## config.mk

```make
export PLATFORM = sky130hd
export DESIGN_NAME = multi_period_window_scheduler
export DESIGN_NICKNAME = d
export VERILOG_FILES = /design/src/hw/rtl/mpws_pkg.sv /design/src/hw/rtl/mpws_divider.sv /design/src/hw/rtl/mpws_table.sv /design/src/hw/rtl/multi_period_window_scheduler.sv
export SDC_FILE = /design/constraint.sdc
export NUM_CORES = 1
export LEC_CHECK = 0
export BUFFER_PORTS_ARGS = -buffer_cell sky130_fd_sc_hd__buf_4
export CORE_MARGIN = 4
export CORE_UTILIZATION = 52
export CTS_CLUSTER_DIAMETER = 30
export DETAILED_ROUTE_END_ITERATION = 10
export GPL_TIMING_DRIVEN = 0
export PLACE_DENSITY = 0.73
export SLEW_MARGIN = 20
export SYNTH_ARGS = -nofsm -noshare
export SYNTH_HDL_FRONTEND = slang
export SYNTH_SLANG_ARGS = --single-unit
```

## constraint.sdc

```tcl
create_clock -name aclk -period 8.8 [get_ports aclk]
set_input_delay 0 -clock aclk [delete_from_list [all_inputs] [get_ports aclk]]
set_output_delay 0 -clock aclk [all_outputs]
set_load 0.02 [all_outputs]
```

## src/hw/rtl/mpws_pkg.sv

```systemverilog
// ============================================================================
// mpws_pkg
// Shared types and constants for the periodic window scheduler.
// ============================================================================
package mpws_pkg;

    localparam int PERIOD_W    = 16;  // period and countdown width in ticks
    localparam int ID_W        = 3;   // window_id field width
    localparam int STATUS_W    = 2;
    localparam int MAX_RESULTS = 8;
    localparam int EMIT_W      = 3;   // counts results of one tick
    localparam int M_DATA_W    = 8;   // id and status padded to a byte

    localparam logic REQ_CREATE = 1'b0;
    localparam logic REQ_TICK   = 1'b1;

    localparam logic KIND_REPLY = 1'b0;
    localparam logic KIND_READY = 1'b1;

    typedef enum logic [STATUS_W-1:0] {
        ST_OK      = 2'd0,
        ST_INVALID = 2'd1,
        ST_FULL    = 2'd2,
        ST_EXISTS  = 2'd3
    } status_t;

    typedef enum logic [3:0] {
        S_IDLE,
        S_DIV,
        S_DUP_RD,
        S_DUP_CHK,
        S_ADD,
        S_TK_RD,
        S_TK_CHK,
        S_SEL_RD,
        S_SEL_CHK,
        S_OUT
    } state_t;

    typedef struct packed {
        logic                done;
        logic [PERIOD_W-1:0] quotient;
        logic                rem_zero;
    } div_result_t;

endpackage

```

## src/hw/rtl/mpws_divider.sv

```systemverilog
// ============================================================================
// mpws_divider
// Division by a constant through reciprocal multiplication, then a registered remainder check.
// ============================================================================
module mpws_divider
    import mpws_pkg::*;
#(
    parameter int DIVISOR = 10
) (
    input  logic                aclk,
    input  logic                aresetn,
    input  logic                start,
    input  logic [PERIOD_W-1:0] dividend,
    output div_result_t         result
);

    // The reciprocal is rounded up and scaled by 2^(PERIOD_W + ceil(log2 DIVISOR)),
    // which makes the truncated product exact for every dividend of PERIOD_W bits.
    localparam int     SHIFT_EXTRA = (DIVISOR > 1) ? $clog2(DIVISOR) : 0;
    localparam int     SHIFT       = PERIOD_W + SHIFT_EXTRA;
    localparam int     RECIP_W     = PERIOD_W + 1;
    localparam longint RECIP_VAL   =
        ((longint'(1) << SHIFT) + longint'(DIVISOR) - longint'(1)) / longint'(DIVISOR);
    localparam logic [RECIP_W-1:0] RECIP = RECIP_W'(RECIP_VAL);
    localparam int     DIV_W       = $clog2(DIVISOR + 1);
    localparam logic [DIV_W-1:0] DIV_CONST = DIV_W'(DIVISOR);
    localparam int     PROD_W      = PERIOD_W + RECIP_W;
    localparam int     BACK_W      = PERIOD_W + DIV_W;

    logic                mul_reg, mul_next;
    logic                chk_reg, chk_next;
    logic                done_reg, done_next;
    logic [PERIOD_W-1:0] x_reg, x_next;
    logic [PERIOD_W-1:0] q_reg, q_next;
    logic                rz_reg, rz_next;
    logic [PROD_W-1:0]   product;
    logic [BACK_W-1:0]   back;

    always_comb begin
        product   = PROD_W'(x_reg) * PROD_W'(RECIP);
        back      = BACK_W'(q_reg) * BACK_W'(DIV_CONST);
        mul_next  = start;
        chk_next  = mul_reg;
        done_next = chk_reg;
        x_next    = start ? dividend : x_reg;
        q_next    = mul_reg ? PERIOD_W'(product >> SHIFT) : q_reg;
        // The remainder is zero exactly when quotient times divisor gives the dividend back.
        rz_next   = chk_reg ? (back == BACK_W'(x_reg)) : rz_reg;
    end

    always_ff @(posedge aclk) begin
        if (!aresetn) begin
            mul_reg  <= 1'b0;
            chk_reg  <= 1'b0;
            done_reg <= 1'b0;
        end else begin
            mul_reg  <= mul_next;
            chk_reg  <= chk_next;
            done_reg <= done_next;
        end
        x_reg  <= x_next;
        q_reg  <= q_next;
        rz_reg <= rz_next;
    end

    assign result.done     = done_reg;
    assign result.quotient = q_reg;
    assign result.rem_zero = rz_reg;

endmodule

```

## src/hw/rtl/mpws_table.sv

```systemverilog
// ============================================================================
// mpws_table
// Window period and countdown memories, one read port with registered data.
// ============================================================================
module mpws_table
    import mpws_pkg::*;
#(
    parameter int SLOTS = 8,
    parameter int IDX_W = 3
) (
    input  logic                aclk,
    input  logic [IDX_W-1:0]    rd_idx,
    output logic [PERIOD_W-1:0] rd_period,
    output logic [PERIOD_W-1:0] rd_countdown,
    input  logic                wr_period_en,
    input  logic                wr_cd_en,
    input  logic [IDX_W-1:0]    wr_idx,
    input  logic [PERIOD_W-1:0] wr_period,
    input  logic [PERIOD_W-1:0] wr_cd
);

    logic [PERIOD_W-1:0] period_mem [SLOTS];
    logic [PERIOD_W-1:0] cd_mem     [SLOTS];

    always_ff @(posedge aclk) begin
        if (wr_period_en) begin
            period_mem[wr_idx] <= wr_period;
        end
        if (wr_cd_en) begin
            cd_mem[wr_idx] <= wr_cd;
        end
        rd_period    <= period_mem[rd_idx];
        rd_countdown <= cd_mem[rd_idx];
    end

endmodule

```

## src/hw/rtl/multi_period_window_scheduler.sv

```systemverilog
// ============================================================================
// multi_period_window_scheduler
// Table of periodic windows driven by create and tick transactions.
// ============================================================================
// Input channel s_*: s_tuser selects the request (create or tick), s_tdata
// carries the period in milliseconds for a create. Result channel m_*: m_tuser
// carries the result kind, m_tdata the window id and status, and m_tlast
// marks the final result caused by one input transaction.
// A create is accepted, passes the reciprocal-multiply divider, scans the
// windows in use for a duplicate period, and is stored, then the reply is
// offered; a rejected create skips what follows the rejection. A tick makes
// a countdown pass over the windows in use, then one pass over the windows
// in use for each ready result to find the smallest ready period, and each
// result is offered on m_*; a tick that readies nothing gives no result.
// The table's single read port sets the per-window cost of each pass.
// Only one transaction is in work at a time: s_tready is high only when the
// block is idle, and a result is held on m_* until the receiver takes it,
// stalling the sequencer meanwhile. Reset empties the table (window count
// zero) and returns the sequencer to idle; the memories need no clearing.
// ============================================================================
module multi_period_window_scheduler
    import mpws_pkg::*;
#(
    parameter int WINDOW_SLOTS   = 8,
    parameter int BASE_PERIOD_MS = 10
) (
    input  logic                aclk,
    input  logic                aresetn,
    input  logic                s_tvalid,
    output logic                s_tready,
    input  logic [PERIOD_W-1:0] s_tdata,   // [15:0] requested period in ms
    input  logic                s_tuser,   // [0] req_type
    output logic                m_tvalid,
    input  logic                m_tready,
    output logic [M_DATA_W-1:0] m_tdata,   // [2:0] window_id, [4:3] status,
                                           // [7:5] zero
    output logic                m_tuser,   // [0] result_kind
    output logic                m_tlast
);

    localparam int IDX_W = (WINDOW_SLOTS > 1) ? $clog2(WINDOW_SLOTS) : 1;
    localparam int CNT_W = $clog2(WINDOW_SLOTS + 1);
    localparam logic [CNT_W-1:0] SLOTS_CNT = CNT_W'(WINDOW_SLOTS);
    localparam logic [EMIT_W-1:0] EMIT_LAST = EMIT_W'(MAX_RESULTS - 1);

    state_t                  state_reg, state_next;
    logic [IDX_W-1:0]        idx_reg, idx_next;
    logic [CNT_W-1:0]        count_reg, count_next;
    logic [WINDOW_SLOTS-1:0] ready_reg, ready_next;
    logic [CNT_W-1:0]        ready_cnt_reg, ready_cnt_next;
    logic [EMIT_W-1:0]       emit_reg, emit_next;
    logic                    found_reg, found_next;
    logic [IDX_W-1:0]        best_idx_reg, best_idx_next;
    logic [PERIOD_W-1:0]     best_period_reg, best_period_next;
    logic                    out_kind_reg, out_kind_next;
    logic [ID_W-1:0]         out_id_reg, out_id_next;
    status_t                 out_status_reg, out_status_next;
    logic                    out_last_reg, out_last_next;

    div_result_t             div_res;
    logic                    div_start;
    logic [PERIOD_W-1:0]     rd_period, rd_cd;
    logic                    wr_period_en, wr_cd_en;
    logic [IDX_W-1:0]        wr_idx;
    logic [PERIOD_W-1:0]     wr_period, wr_cd;

    logic                    in_fire, out_fire;
    logic [IDX_W-1:0]        last_idx;
    logic                    at_last;
    logic                    bad_period;
    logic                    table_full;
    logic [PERIOD_W-1:0]     cd_dec;
    logic                    cd_zero;
    logic                    cand;
    logic [IDX_W-1:0]        pick_idx;

    mpws_divider #(
        .DIVISOR (BASE_PERIOD_MS)
    ) u_div (
        .aclk     (aclk),
        .aresetn  (aresetn),
        .start    (div_start),
        .dividend (s_tdata),
        .result   (div_res)
    );

    mpws_table #(
        .SLOTS (WINDOW_SLOTS),
        .IDX_W (IDX_W)
    ) u_table (
        .aclk         (aclk),
        .rd_idx       (idx_reg),
        .rd_period    (rd_period),
        .rd_countdown (rd_cd),
        .wr_period_en (wr_period_en),
        .wr_cd_en     (wr_cd_en),
        .wr_idx       (wr_idx),
        .wr_period    (wr_period),
        .wr_cd        (wr_cd)
    );

    assign in_fire    = s_tvalid && s_tready;
    assign out_fire   = m_tvalid && m_tready;
    assign last_idx   = IDX_W'(count_reg - CNT_W'(1));
    assign at_last    = (idx_reg == last_idx);
    assign bad_period = (div_res.quotient == '0) || !div_res.rem_zero;
    assign table_full = (count_reg >= SLOTS_CNT);
    assign cd_dec     = rd_cd - PERIOD_W'(1);
    assign cd_zero    = (cd_dec == '0);
    assign cand       = ready_reg[idx_reg] && (!found_reg || (rd_period < best_period_reg));
    assign pick_idx   = cand ? idx_reg : best_idx_reg;

    // Next-state logic.
    always_comb begin
        state_next = state_reg;
        unique case (state_reg)
            S_IDLE: begin
                if (in_fire) begin
                    if (s_tuser == REQ_CREATE) begin
                        state_next = S_DIV;
                    end else if (count_reg != '0) begin
                        state_next = S_TK_RD;
                    end
                end
            end
            S_DIV: begin
                if (div_res.done) begin
                    if (bad_period || table_full) begin
                        state_next = S_OUT;
                    end else if (count_reg == '0) begin
                        state_next = S_ADD;
                    end else begin
                        state_next = S_DUP_RD;
                    end
                end
            end
            S_DUP_RD:  state_next = S_DUP_CHK;
            S_DUP_CHK: begin
                if (rd_period == div_res.quotient) begin
                    state_next = S_OUT;
                end else if (at_last) begin
                    state_next = S_ADD;
                end else begin
                    state_next = S_DUP_RD;
                end
            end
            S_ADD:     state_next = S_OUT;
            S_TK_RD:   state_next = S_TK_CHK;
            S_TK_CHK: begin
                if (at_last) begin
                    state_next = (ready_cnt_next == '0) ? S_IDLE : S_SEL_RD;
                end else begin
                    state_next = S_TK_RD;
                end
            end
            S_SEL_RD:  state_next = S_SEL_CHK;
            S_SEL_CHK: begin
                if (at_last) begin
                    state_next = S_OUT;
                end else begin
                    state_next = S_SEL_RD;
                end
            end
            S_OUT: begin
                if (out_fire) begin
                    state_next = out_last_reg ? S_IDLE : S_SEL_RD;
                end
            end
            default:   state_next = S_IDLE;
        endcase
    end

    // Datapath and output logic.
    always_comb begin
        idx_next         = idx_reg;
        count_next       = count_reg;
        ready_next       = ready_reg;
        ready_cnt_next   = ready_cnt_reg;
        emit_next        = emit_reg;
        found_next       = found_reg;
        best_idx_next    = best_idx_reg;
        best_period_next = best_period_reg;
        out_kind_next    = out_kind_reg;
        out_id_next      = out_id_reg;
        out_status_next  = out_status_reg;
        out_last_next    = out_last_reg;
        div_start        = 1'b0;
        wr_period_en     = 1'b0;
        wr_cd_en         = 1'b0;
        wr_idx           = idx_reg;
        wr_period        = div_res.quotient;
        wr_cd            = div_res.quotient;
        s_tready         = 1'b0;
        m_tvalid         = 1'b0;

        unique case (state_reg)
            S_IDLE: begin
                s_tready = 1'b1;
                if (in_fire) begin
                    idx_next = '0;
                    if (s_tuser == REQ_CREATE) begin
                        div_start = 1'b1;
                    end else begin
                        ready_next     = '0;
                        ready_cnt_next = '0;
                        emit_next      = '0;
                    end
                end
            end
            S_DIV: begin
                out_kind_next = KIND_REPLY;
                out_id_next   = '0;
                out_last_next = 1'b1;
                if (bad_period) begin
                    out_status_next = ST_INVALID;
                end else if (table_full) begin
                    out_status_next = ST_FULL;
                end
            end
            S_DUP_RD: begin
            end
            S_DUP_CHK: begin
                if (rd_period == div_res.quotient) begin
                    out_status_next = ST_EXISTS;
                end else begin
                    idx_next = idx_reg + IDX_W'(1);
                end
            end
            S_ADD: begin
                wr_period_en    = 1'b1;
                wr_cd_en        = 1'b1;
                wr_idx          = count_reg[IDX_W-1:0];
                out_id_next     = ID_W'(count_reg[IDX_W-1:0]);
                out_status_next = ST_OK;
                count_next      = count_reg + CNT_W'(1);
            end
            S_TK_RD: begin
            end
            S_TK_CHK: begin
                wr_cd_en = 1'b1;
                wr_cd    = cd_zero ? rd_period : cd_dec;
                if (cd_zero) begin
                    ready_next[idx_reg] = 1'b1;
                    ready_cnt_next      = ready_cnt_reg + CNT_W'(1);
                end
                idx_next   = at_last ? '0 : idx_reg + IDX_W'(1);
                found_next = 1'b0;
            end
            S_SEL_RD: begin
            end
            S_SEL_CHK: begin
                if (cand) begin
                    found_next       = 1'b1;
                    best_idx_next    = idx_reg;
                    best_period_next = rd_period;
                end
                if (at_last) begin
                    out_kind_next        = KIND_READY;
                    out_id_next          = ID_W'(pick_idx);
                    out_status_next      = ST_OK;
                    out_last_next        = (ready_cnt_reg == CNT_W'(1)) ||
                                           (emit_reg == EMIT_LAST);
                    ready_next[pick_idx] = 1'b0;
                    ready_cnt_next       = ready_cnt_reg - CNT_W'(1);
                    emit_next            = emit_reg + EMIT_W'(1);
                end else begin
                    idx_next = idx_reg + IDX_W'(1);
                end
            end
            S_OUT: begin
                m_tvalid = 1'b1;
                if (out_fire) begin
                    idx_next   = '0;
                    found_next = 1'b0;
                end
            end
            default: begin
            end
        endcase
    end

    always_ff @(posedge aclk) begin
        if (!aresetn) begin
            state_reg     <= S_IDLE;
            count_reg     <= '0;
            ready_reg     <= '0;
            ready_cnt_reg <= '0;
            emit_reg      <= '0;
            found_reg     <= 1'b0;
            idx_reg       <= '0;
        end else begin
            state_reg     <= state_next;
            count_reg     <= count_next;
            ready_reg     <= ready_next;
            ready_cnt_reg <= ready_cnt_next;
            emit_reg      <= emit_next;
            found_reg     <= found_next;
            idx_reg       <= idx_next;
        end
        best_idx_reg    <= best_idx_next;
        best_period_reg <= best_period_next;
        out_kind_reg    <= out_kind_next;
        out_id_reg      <= out_id_next;
        out_status_reg  <= out_status_next;
        out_last_reg    <= out_last_next;
    end

    assign m_tdata = {3'b000, out_status_reg, out_id_reg};
    assign m_tuser = out_kind_reg;
    assign m_tlast = out_last_reg;

`ifndef SYNTHESIS
    a_one_side: assert property (@(posedge aclk) disable iff (!aresetn)
        !(s_tready && m_tvalid))
        else $error("input and result channels active together");

    a_count_bound: assert property (@(posedge aclk) disable iff (!aresetn)
        count_reg <= SLOTS_CNT)
        else $error("window count above slot limit");

    a_ready_ok: assert property (@(posedge aclk) disable iff (!aresetn)
        (m_tvalid && out_kind_reg == KIND_READY) |-> (out_status_reg == ST_OK))
        else $error("ready result with nonzero status");

    a_ready_cnt: assert property (@(posedge aclk) disable iff (!aresetn)
        (state_reg == S_SEL_RD || state_reg == S_SEL_CHK || state_reg == S_OUT)
        |-> (ready_cnt_reg == CNT_W'($countones(ready_reg))))
        else $error("ready count disagrees with ready flags");

    a_last_idle: assert property (@(posedge aclk) disable iff (!aresetn)
        (out_fire && m_tlast) |=> s_tready)
        else $error("block not idle after final result");
`endif

endmodule

```

Word level (Yosys, flattened, before mapping)
Memories as Yosys holds them, arrays and structs flattened. A register that Yosys moved wholly into a read port is not among the register bits.
Cells that the tools add are included.
{"block": "word_totals", "register_bits": 102, "latchBits": 0, "ramBits": 232, "mem_bits_ro": 0, "input_bits": 21, "output_inout_bits": 12, "elab_cells": 169, "n_memories": 2}
{"name": "u_table.cd_mem", "words": 8, "width": 16, "read_ports": 1, "rd_ports_with_merged_regs": 1, "write_ports": 1, "line": "mpws_table.sv:23", "source": "logic [PERIOD_W-1:0] cd_mem [SLOTS];"}
{"name": "u_table.period_mem", "words": 8, "width": 13, "read_ports": 1, "rd_ports_with_merged_regs": 1, "write_ports": 1, "line": "mpws_table.sv:22", "source": "logic [PERIOD_W-1:0] period_mem [SLOTS];"}
{"block": "classes", "n_addsub": 7, "mul": 2, "n_div": 0, "n_lt_le_gt_ge": 6, "eq_ne": 26, "n_shift": 0, "muxes": 69, "bitwise": 3, "reduce_logical": 34}
{"cell": "two-way mux 3 bit", "count": 16}
{"cell": "two-way mux 4 bit", "count": 12}
{"cell": "case mux 4 bit (10 select lines)", "count": 1}
{"cell": "zero test 16 bit", "count": 2}
{"cell": "multiplier 16 x 16 -> 32 bit (second input constant)", "count": 1}
{"cell": "two-way mux 16 bit", "count": 2}
{"cell": "two-way mux 8 bit", "count": 4}
{"cell": "case mux 8 bit (3 select lines)", "count": 1}
{"cell": "== test 20 x 16 -> 1 bit", "count": 1}
{"cell": "two-way mux 1 bit", "count": 18}
{"cell": "!= test 2 bit (second input constant)", "count": 9}
{"cell": "== test 16 x 13 -> 1 bit", "count": 1}
{"cell": "== test 4 x 3 -> 1 bit (second input constant)", "count": 4}
{"cell": "< comparator 16 bit", "count": 1}
{"cell": "multiplier 13 x 3 -> 16 bit (second input constant)", "count": 1}
{"cell": "subtractor 16 x 1 -> 16 bit (second input constant)", "count": 1}
{"cell": "case mux 3 bit (5 select lines)", "count": 1}
{"cell": "zero test 4 bit", "count": 3}
{"cell": "case mux 4 bit (3 select lines)", "count": 1}
{"cell": "AND reduction 4 bit", "count": 3}
{"cell": "AND reduction 5 bit", "count": 2}
{"cell": "case mux 3 bit (3 select lines)", "count": 1}
{"cell": "nonzero test 3 bit", "count": 3}
{"cell": "adder 4 x 1 -> 4 bit (second input constant)", "count": 2}
{"cell": "32 further kinds", "count": 56}

Longest topological paths before layout
Gate-level depths: netlist (run 1).
{"block": "logic_depth", "ltp_word": 12, "ltp_mapped": 23, "ltp_nobuf": 23}

Hierarchy
From an unflattened synthesis (run 1), not the netlist that was laid out.
{"block": "unflattened", "hier_cells": 1647, "area_unflattened_um2": 21593.2}
{"mod": "mpws_table", "instances": 1, "cells_per_inst": 425, "area_per_inst_um2": 10508.8, "seq_area_each_um2": 8328.0}
{"mod": "mpws_divider", "instances": 1, "cells_per_inst": 670, "area_per_inst_um2": 6646.4, "seq_area_each_um2": 960.9}
{"mod": "multi_period_window_scheduler", "instances": 1, "cells_per_inst": 552, "area_per_inst_um2": 4438.0, "seq_area_each_um2": 1321.3}

Worst setup path after synthesis (run 1)
OpenSTA, ideal clock, no wires.
{"block": "synth_timing", "path_type": "register to register", "start": "register u_div.x_reg[1]", "end": "register u_div.q_reg[11], data pin", "setup_ns": 0.258, "t_arrival_ns": 5.400, "required_ns": 8.542, "slack_ns": 3.142, "path_stages_with_launch": 20, "n_path_buf": 0, "period_less_slack_ns": 5.658, "cell_sequence": "edfxtp_1 ha_1 xor2_1 ha_1 fa_1 fa_1 fa_1 inv_1 fa_1 inv_1 ha_1 a21o_1 a21o_1 a221o_1 o21a_1 a31o_2 a41oi_1 nand2b_1 a21oi_1 xnor2_1"}
{"block": "synth_between", "elab_chain_len": 1}
{"item": "from (decl)", "line": "mpws_divider.sv:33", "source": "logic [PERIOD_W-1:0] x_reg, x_next;"}
{"item": "from (signal assigned)", "line": "mpws_divider.sv:61", "source": "x_reg <= x_next;"}
{"item": "multiplier 16 x 16 -> 32 bit", "line": "mpws_divider.sv:40", "source": "product = PROD_W'(x_reg) * PROD_W'(RECIP);"}
{"item": "net u_div.product[31]", "line": "mpws_divider.sv:36", "source": "logic [PROD_W-1:0] product;"}
{"item": "to (signal assigned)", "line": "mpws_divider.sv:62", "source": "q_reg <= q_next;"}
{"item": "to (decl)", "line": "mpws_divider.sv:34", "source": "logic [PERIOD_W-1:0] q_reg, q_next;"}
The timed path passes the listed nets, and every way through them passes these cells.
A chain may end at the register's enable or synchronous reset.

Worst setup path after layout (run 1)
{"block": "layout_timing", "start": "register u_div.x_reg[3]", "end": "register u_div.q_reg[11], data pin"}
The elaborated chain is that of the path after synthesis.

==> impl_metrics.py, run 1 <==
metrics = {
    "global_routing": {
        "grt_max_degree": 17,
        "grt_use_total": 0.2580,
        "grt.overflow.total": 0,
        "grt_pass1_wl_mm": 77.41,
        "antenna_found_initial": 0,
        "grt_pass1_vias": 13435,
    },
    "setup_path": {
        "startpoint_type": "flip-flop",
        "rr_startpoint": "u_div.x_reg[3]",
        "critical_path_class": "flip-flop to flip-flop",
        "required_ps": 9120,
        "crit_path_end_kind": "flip-flop",
        "crit_fanout": 6,
        "critical_path_arrival_ps": 6780,
        "r2r-end": "u_div.q_reg[11]",
        "r2r_cells": 21,
        "r2r_setup_slack_ps": 2340,
    },
    "detailed_routing": {
        "drt-met1-wl_mm": 19.49,
        "highest_layer": "met4",
        "firstDrtPassIters": 5,
        "wl_mm": 49.85,
        "dr_wl_met2_mm": 23.87,
        "initialDrtViolationCount": 1266,
        "final_antenna_net_count": 0,
        "drc": 0,
        "vias": 13076,
        "routedWlPerCell_um": 22.83,
        "met3_wirelength_mm": 4.541,
        "detail_route.vias_per_cell": 5.987,
    },
    "logic_synthesis": {
        "ys_async_sr_fraction": 0,
        "yosys-top-cells-count": "285 x edfxtp_1, 201 x inv_1, 174 x ha_1, 127 x a22oi_1, 80 x fa_1",
        "yosysMostFrequentCell": "edfxtp_1",
        "synth_area_leader_cell": "edfxtp_1",
        "synth_top_area_frac": 0.4509,
        "ys.warnings.count": 0,
        "syn_inst": 1549,
        "synth_area_leaders": "edfxtp_1 45%, ha_1 11%, fa_1 8.4%, dfxtp_1 6.2%, a22oi_1 5.0%",
        "ys_ff_latch": 344,
        "seq_area_frac_synth": 0.5131,
        "avgSynthCellArea_um2": 12.25,
        "synth_edf_count": 285,
        "synth.distinct_cells": 66,
        "ys.flop_type": "edfxtp_1",
        "syn-cell-area_mm2": 0.01898,
    },
    "sta": {
        "tns_ps": 0,
        "hold_slack_ps": 131.9,
        "slew_violations": 0,
        "maxSlewHeadroom": 0.1821,
        "finalCritPeriodShare": 0.7342,
        "hold_viol_final": 0,
        "tightest_slew_ps": 1196,
        "finalCriticalPeriod_ps": 6461,
        "setup_viol": 0,
        "timing.fmax_ghz": 0.1548,
        "fin_skew_ps": 31.27,
        "rsz0062_at_grt": "false",
    },
    "cts": {
        "cts-resized-gates": 0,
        "clk_latency_ps": 590,
        "cts_root_buf": "clkbuf_16",
        "cts_tree": "built",
        "cts_max_path_buffers": 3,
        "clkTransAtPathRegs_ps": 50,
        "cts.sinks": 344,
        "htree_levels": 2,
        "post_cts_buffers": 0,
        "cts_hold_buffers": 21,
        "cts_made_buffers": 57,
    },
    "final_layout": {
        "top_register": "u_table.cd_mem",
        "syn_to_final_growth_pct": 17.17,
        "fin_cells": 2184,
        "multi_input_area_mm2": 0.008324,
        "final_cell_area_mm2": 0.02224,
        "seqCellArea_mm2": 0.009739,
        "largestRegisters": "u_table.cd_mem x128, u_table.period_mem x104",
        "nets": 1949,
        "antenna_cells": 0,
        "fillCellCount": 2649,
        "drive_gt1_frac": 0.1080,
        "largest_register_ffs": 128,
        "post-route-util": 0.6207,
    },
    "pwr": {
        "power.density_mw_per_mm2": 384.0,
        "combPwrFrac": 0.457,
        "p_int_mw": 5.298,
        "clkPwrFrac": 0.271,
        "p_sw_mw": 3.241,
        "power.leakage_nw": 8.758,
        "switching_share": 0.3796,
        "ir_drop_mv": 0.7765,
        "p_seq_frac": 0.272,
    },
    "placement": {
        "dp_hpwl_mm": 34.80,
        "io_buffers": 29,
        "dpl-instance-area_mm2": 0.02000,
        "place_congestion": 0.9250,
        "dp.cells": 2055,
    },
    "worst_hold_path": {
        "worstHoldEndpoint": "u_div.x_reg[4]",
        "worstHoldPathCells": 2,
        "hold_start": "s_tdata[4]",
        "hold_class": "input port to flip-flop",
    },
    "floorplanning": {
        "row_count": 69,
        "core_mm2": 0.03583,
        "start_util": 0.5298,
        "die_h_um": 199.1,
        "dieArea_mm2": 0.03962,
        "io_pins": 33,
        "die_w_um": 199.1,
    },
    "flow_run": {
        "drv_cap": 0,
    },
    "run_status": {
        "status": "finished, final reports clean",
    },
}
[power groups by stage]
stage	combinational [mW]	sequential, mW	clock [mW]
floorplan	2.95	2.26	0
global placement	3.73	2.34	0
detailed placement	3.82	2.35	0
CTS	3.93	2.32	2.33
global route	4.54	2.33	2.42
finish	3.91	2.32	2.31
[placed cells by master (no fill, tap or decap), drive strengths merged, types with 7 or more instances in the layout]
cell	instances
edfxtp	285
inv	207
ha	174
a22oi	127
clkbuf	119
fa	80
nor2	72
nand2	64
dfxtp	59
buf	50
a21oi	49
xnor2	44
nand4	41
o21ai	30
nor3	30
xor2	28
dlygate4sd3	21
nor4	20
a21o	18
nor2b	17
nand3	15
clkinv	14
and3	13
clkinvlp	13
and2	10
a211oi	10
nand2b	10
bufinv	10
a31oi	9
or3	7
[kinds of logic after synthesis]
logic type	synth area share
flip-flops	0.5131
AND/OR/NAND/NOR	0.08998
AO/OA/AOI/OAI	0.1076
buffers and inverters	0.05247
adder cells (fa/ha/maj)	0.1991
XOR/XNOR	0.03362
multiplexers	0.003955
other	0.0001976
[worst max-delay path by stage]
stage	startpoint	endpoint	slack, ps	cells after the start
after detailed placement	u_div.x_reg[6]	u_div.q_reg[11]	2350	21
final	u_div.x_reg[3]	u_div.q_reg[11]	2340	21
after floorplan	u_div.x_reg[1]	u_div.q_reg[11]	3140	19
after global placement	u_div.x_reg[3]	u_div.q_reg[11]	2400	21
after global routing	u_div.x_reg[6]	u_div.q_reg[11]	2010	21
after CTS	u_div.x_reg[6]	u_div.q_reg[11]	2320	21
[cell type report]
type,instances,share of cell area
sequential,344,0.4379
buffer,61,0.01086
clock inverter,43,0.02532
multi-input combinational,945,0.3743
tap,461,0.02594
clock buffer,65,0.06594
inverter,201,0.03392
timing repair buffer,64,0.02582
[stage by stage]
| step | power (mW) | worst slack, ps |
|---|---|---|
| after floorplan | 5.204 | 3142 |
| after global placement | 6.072 | 2397 |
| after detailed placement | 6.164 | 2346 |
| after CTS | 8.577 | 2324 |
| after global routing | 9.290 | 2006 |
| final | 8.540 | 2339 |
[routing by layer]
layer  up-vias  GRT usage
met1      6425     0.3348
met4         0     0.1049
met2       629     0.4224
met3       122    0.05935
met5         -          0
li1       5900          -
[worst max-delay path, stage by stage, from the launching register on]
cell,delay (ps)
edfxtp_1,570
ha_1,470
inv_1,80
fa_1,500
inv_1,70
fa_1,510
fa_1,540
fa_1,560
inv_1,70
fa_1,530
inv_1,40
ha_1,290
nand4_1,100
a21oi_1,230
o21ai_0,140
nor3_1,370
o21a_1,320
a31o_2,220
a41oi_1,170
nand2b_1,150
a21oi_1,100
xnor2_1,160
(Power assumes the default switching activity.)
==> inputs of run 2 (changes only) <==
==> constraint.sdc (replaced) <==
create_clock -name aclk -period 6.2 [get_ports aclk]
set_input_delay 0 -clock aclk [delete_from_list [all_inputs] [get_ports aclk]]
set_output_delay 0 -clock aclk [all_outputs]
set_load 0.02 [all_outputs]
==> run 2 against run 1 <==
Power is 45% higher. Critical path depth is 2 lower. Cell area is 1.3% higher. Cell count is 1.1% higher. Critical path type unchanged. Hold slack worse by 1.5 ps. Count of clock-buffer cells in the layout stayed put. Routed wire length is 1.4% higher. Clock power is 42% higher. Global-route usage is 0.14 points higher. Utilization is 0.81 points higher.
==> impl_metrics.py, run 2 (synthesis gave the netlist of run 1 again) <==
metrics = {
    "pwr": {
        "ir_drop_mv": 1.136,
        "power.leakage_nw": 8.882,
        "power.density_mw_per_mm2": 548.1,
    },
    "setup_path": {
        "r2r-end": "u_div.q_reg[4]",
        "required_ps": 6530,
        "crit_path_end_kind": "flip-flop",
        "crit_end": "u_div.q_reg[4]",
        "crit_fanout": 5,
        "r2r_cells": 19,
        "r2r_setup_slack_ps": 120,
        "startpoint_type": "flip-flop",
        "critical_path_class": "flip-flop to flip-flop",
        "rr_startpoint": "u_div.x_reg[7]",
        "startpoint": "u_div.x_reg[7]",
        "critical_path_arrival_ps": 6400,
    },
    "sta": {
        "hold_slack_ps": 130.4,
        "finalCritPeriodShare": 0.9799,
        "tightest_slew_ps": 1144,
        "fin_skew_ps": 31.39,
        "hold_viol_final": 0,
        "finalCriticalPeriod_ps": 6075,
        "setup_slack_ps": 124.6,
        "maxSlewHeadroom": 0.2179,
        "slew_violations": 0,
        "setup_viol": 0,
        "timing.fmax_ghz": 0.1646,
    },
    "detailed_routing": {
        "firstDrtPassIters": 6,
        "detail_route.vias_per_cell": 5.960,
        "met3_wirelength_mm": 4.732,
        "routedWlPerCell_um": 22.87,
        "drt-met1-wl_mm": 19.49,
        "wl_mm": 50.53,
        "vias": 13166,
        "dr_wl_met2_mm": 24.22,
        "final_antenna_net_count": 0,
        "highest_layer": "met4",
        "drc": 0,
        "initialDrtViolationCount": 1147,
    },
    "cts": {
        "htree_levels": 2,
        "cts_max_path_buffers": 3,
        "cts_root_buf": "clkbuf_16",
        "clk_latency_ps": 590,
        "clkTransAtPathRegs_ps": 50,
        "cts_made_buffers": 57,
        "cts.sinks": 344,
        "cts_tree": "built",
    },
    "worst_hold_path": {
        "hold_class": "input port to flip-flop",
    },
    "final_layout": {
        "final_cell_area_mm2": 0.02253,
        "drive_gt1_frac": 0.1293,
        "largest_register_ffs": 128,
        "syn_to_final_growth_pct": 18.69,
        "layout_common_cells": "285 x edfxtp_1, 200 x inv_1, 168 x ha_1",
        "nets": 1974,
        "post-route-util": 0.6288,
        "antenna_cells": 0,
        "largestRegisters": "u_table.cd_mem x128, u_table.period_mem x104",
        "fin_cells": 2209,
        "final_common_cell": "edfxtp_1",
        "top_register": "u_table.cd_mem",
    },
    "placement": {
        "dpl_worst_slack_ps": -254.2,
        "dpl-instance-area_mm2": 0.02000,
        "io_buffers": 29,
        "dp_hpwl_mm": 34.80,
        "dp.cells": 2055,
        "place_congestion": 0.9250,
    },
    "flow_run": {
        "drv_cap": 0,
    },
    "run_status": {
        "status": "finished, final reports clean",
    },
    "floorplanning": {
        "dieArea_mm2": 0.03962,
        "core_mm2": 0.03583,
        "row_count": 69,
        "start_util": 0.5298,
        "die_w_um": 199.1,
        "io_pins": 33,
        "die_h_um": 199.1,
    },
    "global_routing": {
        "grt_pass1_vias": 13486,
        "grt_use_total": 0.2594,
        "antenna_found_initial": 0,
        "grt.overflow.total": 0,
        "grt_pass1_wl_mm": 77.80,
        "grt_max_degree": 17,
    },
}
run 2: changes by cell type in the layout (fill, tap and decap cells not counted), sizes merged:
cell      delta
inv          -1
clkinvlp     +1
buf         +25
run 2: worst min path at each step:
stage               startpoint        endpoint  slack (ps)  depth (start not counted)
floorplan              s_tuser  u_div.chk_next          80                          1
global placement    s_tdata[9]  u_div.x_reg[9]         180                          1
detailed placement  s_tdata[7]  u_div.x_reg[7]         180                          1
CTS                 s_tdata[3]  u_div.x_reg[3]         110                          2
global route        s_tdata[4]  u_div.x_reg[4]         130                          2
finish              s_tdata[4]  u_div.x_reg[4]         130                          2
run 2: cell type report:
| cell class | instances | area [um^2] |
|---|---|---|
| fillers | 2616 | 13300 |
| flip-flops and latches | 344 | 9739 |
| multi-input cells | 945 | 8422 |
| clock buffers | 65 | 1466 |
| repair buffers | 89 | 762.0 |
| inverters | 201 | 758.2 |
| well taps | 461 | 576.8 |
| clock inverters | 43 | 563.0 |
| plain buffers | 61 | 241.5 |
run 2: per-layer routing:
metal | global-route usage | vias up
met2 | 0.4256 | 633
met3 | 0.05969 | 127
met4 | 0.1049 | 0
met5 | 0 | -
met1 | 0.3360 | 6450
li1 | - | 5956
run 2: report_power, final:
part           internal, mW  leakage, nW  switching, mW  total, mW
Combinational          2.50         4.91           3.27       5.77
Clock                  2.14        0.946           1.15       3.29
Sequential             2.99         3.02          0.291       3.29
run 2: worst max-delay path, cell delays in order, from the launching register on:
cell and delay, ps:
edfxtp_1 490, buf_4 190, ha_1 290, inv_1 110, fa_1 540, inv_1 50
fa_1 570, fa_1 450, fa_1 520, fa_1 460, ha_1 330, nand4_1 120
a21oi_2 60, a221o_1 440, o21a_2 290, o21a_1 230, o21a_2 250, o21a_1 210
nor2_2 140, xnor2_1 90
run 2: repair_timing:
item | in CTS | in global routing
resized for setup | 4 | 13
hold endpoints to repair | 29 | 0
hold buffers | 21 | 0
setup endpoints to repair | 7 | 7
pin swaps | 0 | 15
setup buffers | 9 | 16
run 2: metrics by stage:
step / setup TNS, ps / total power, mW
floorplan: 0 / 7.386
global placement: -519.3 / 8.618
detailed placement: -766.0 / 8.749
CTS: 0 / 12.20
global route: -18.71 / 13.36
finish: 0 / 12.35
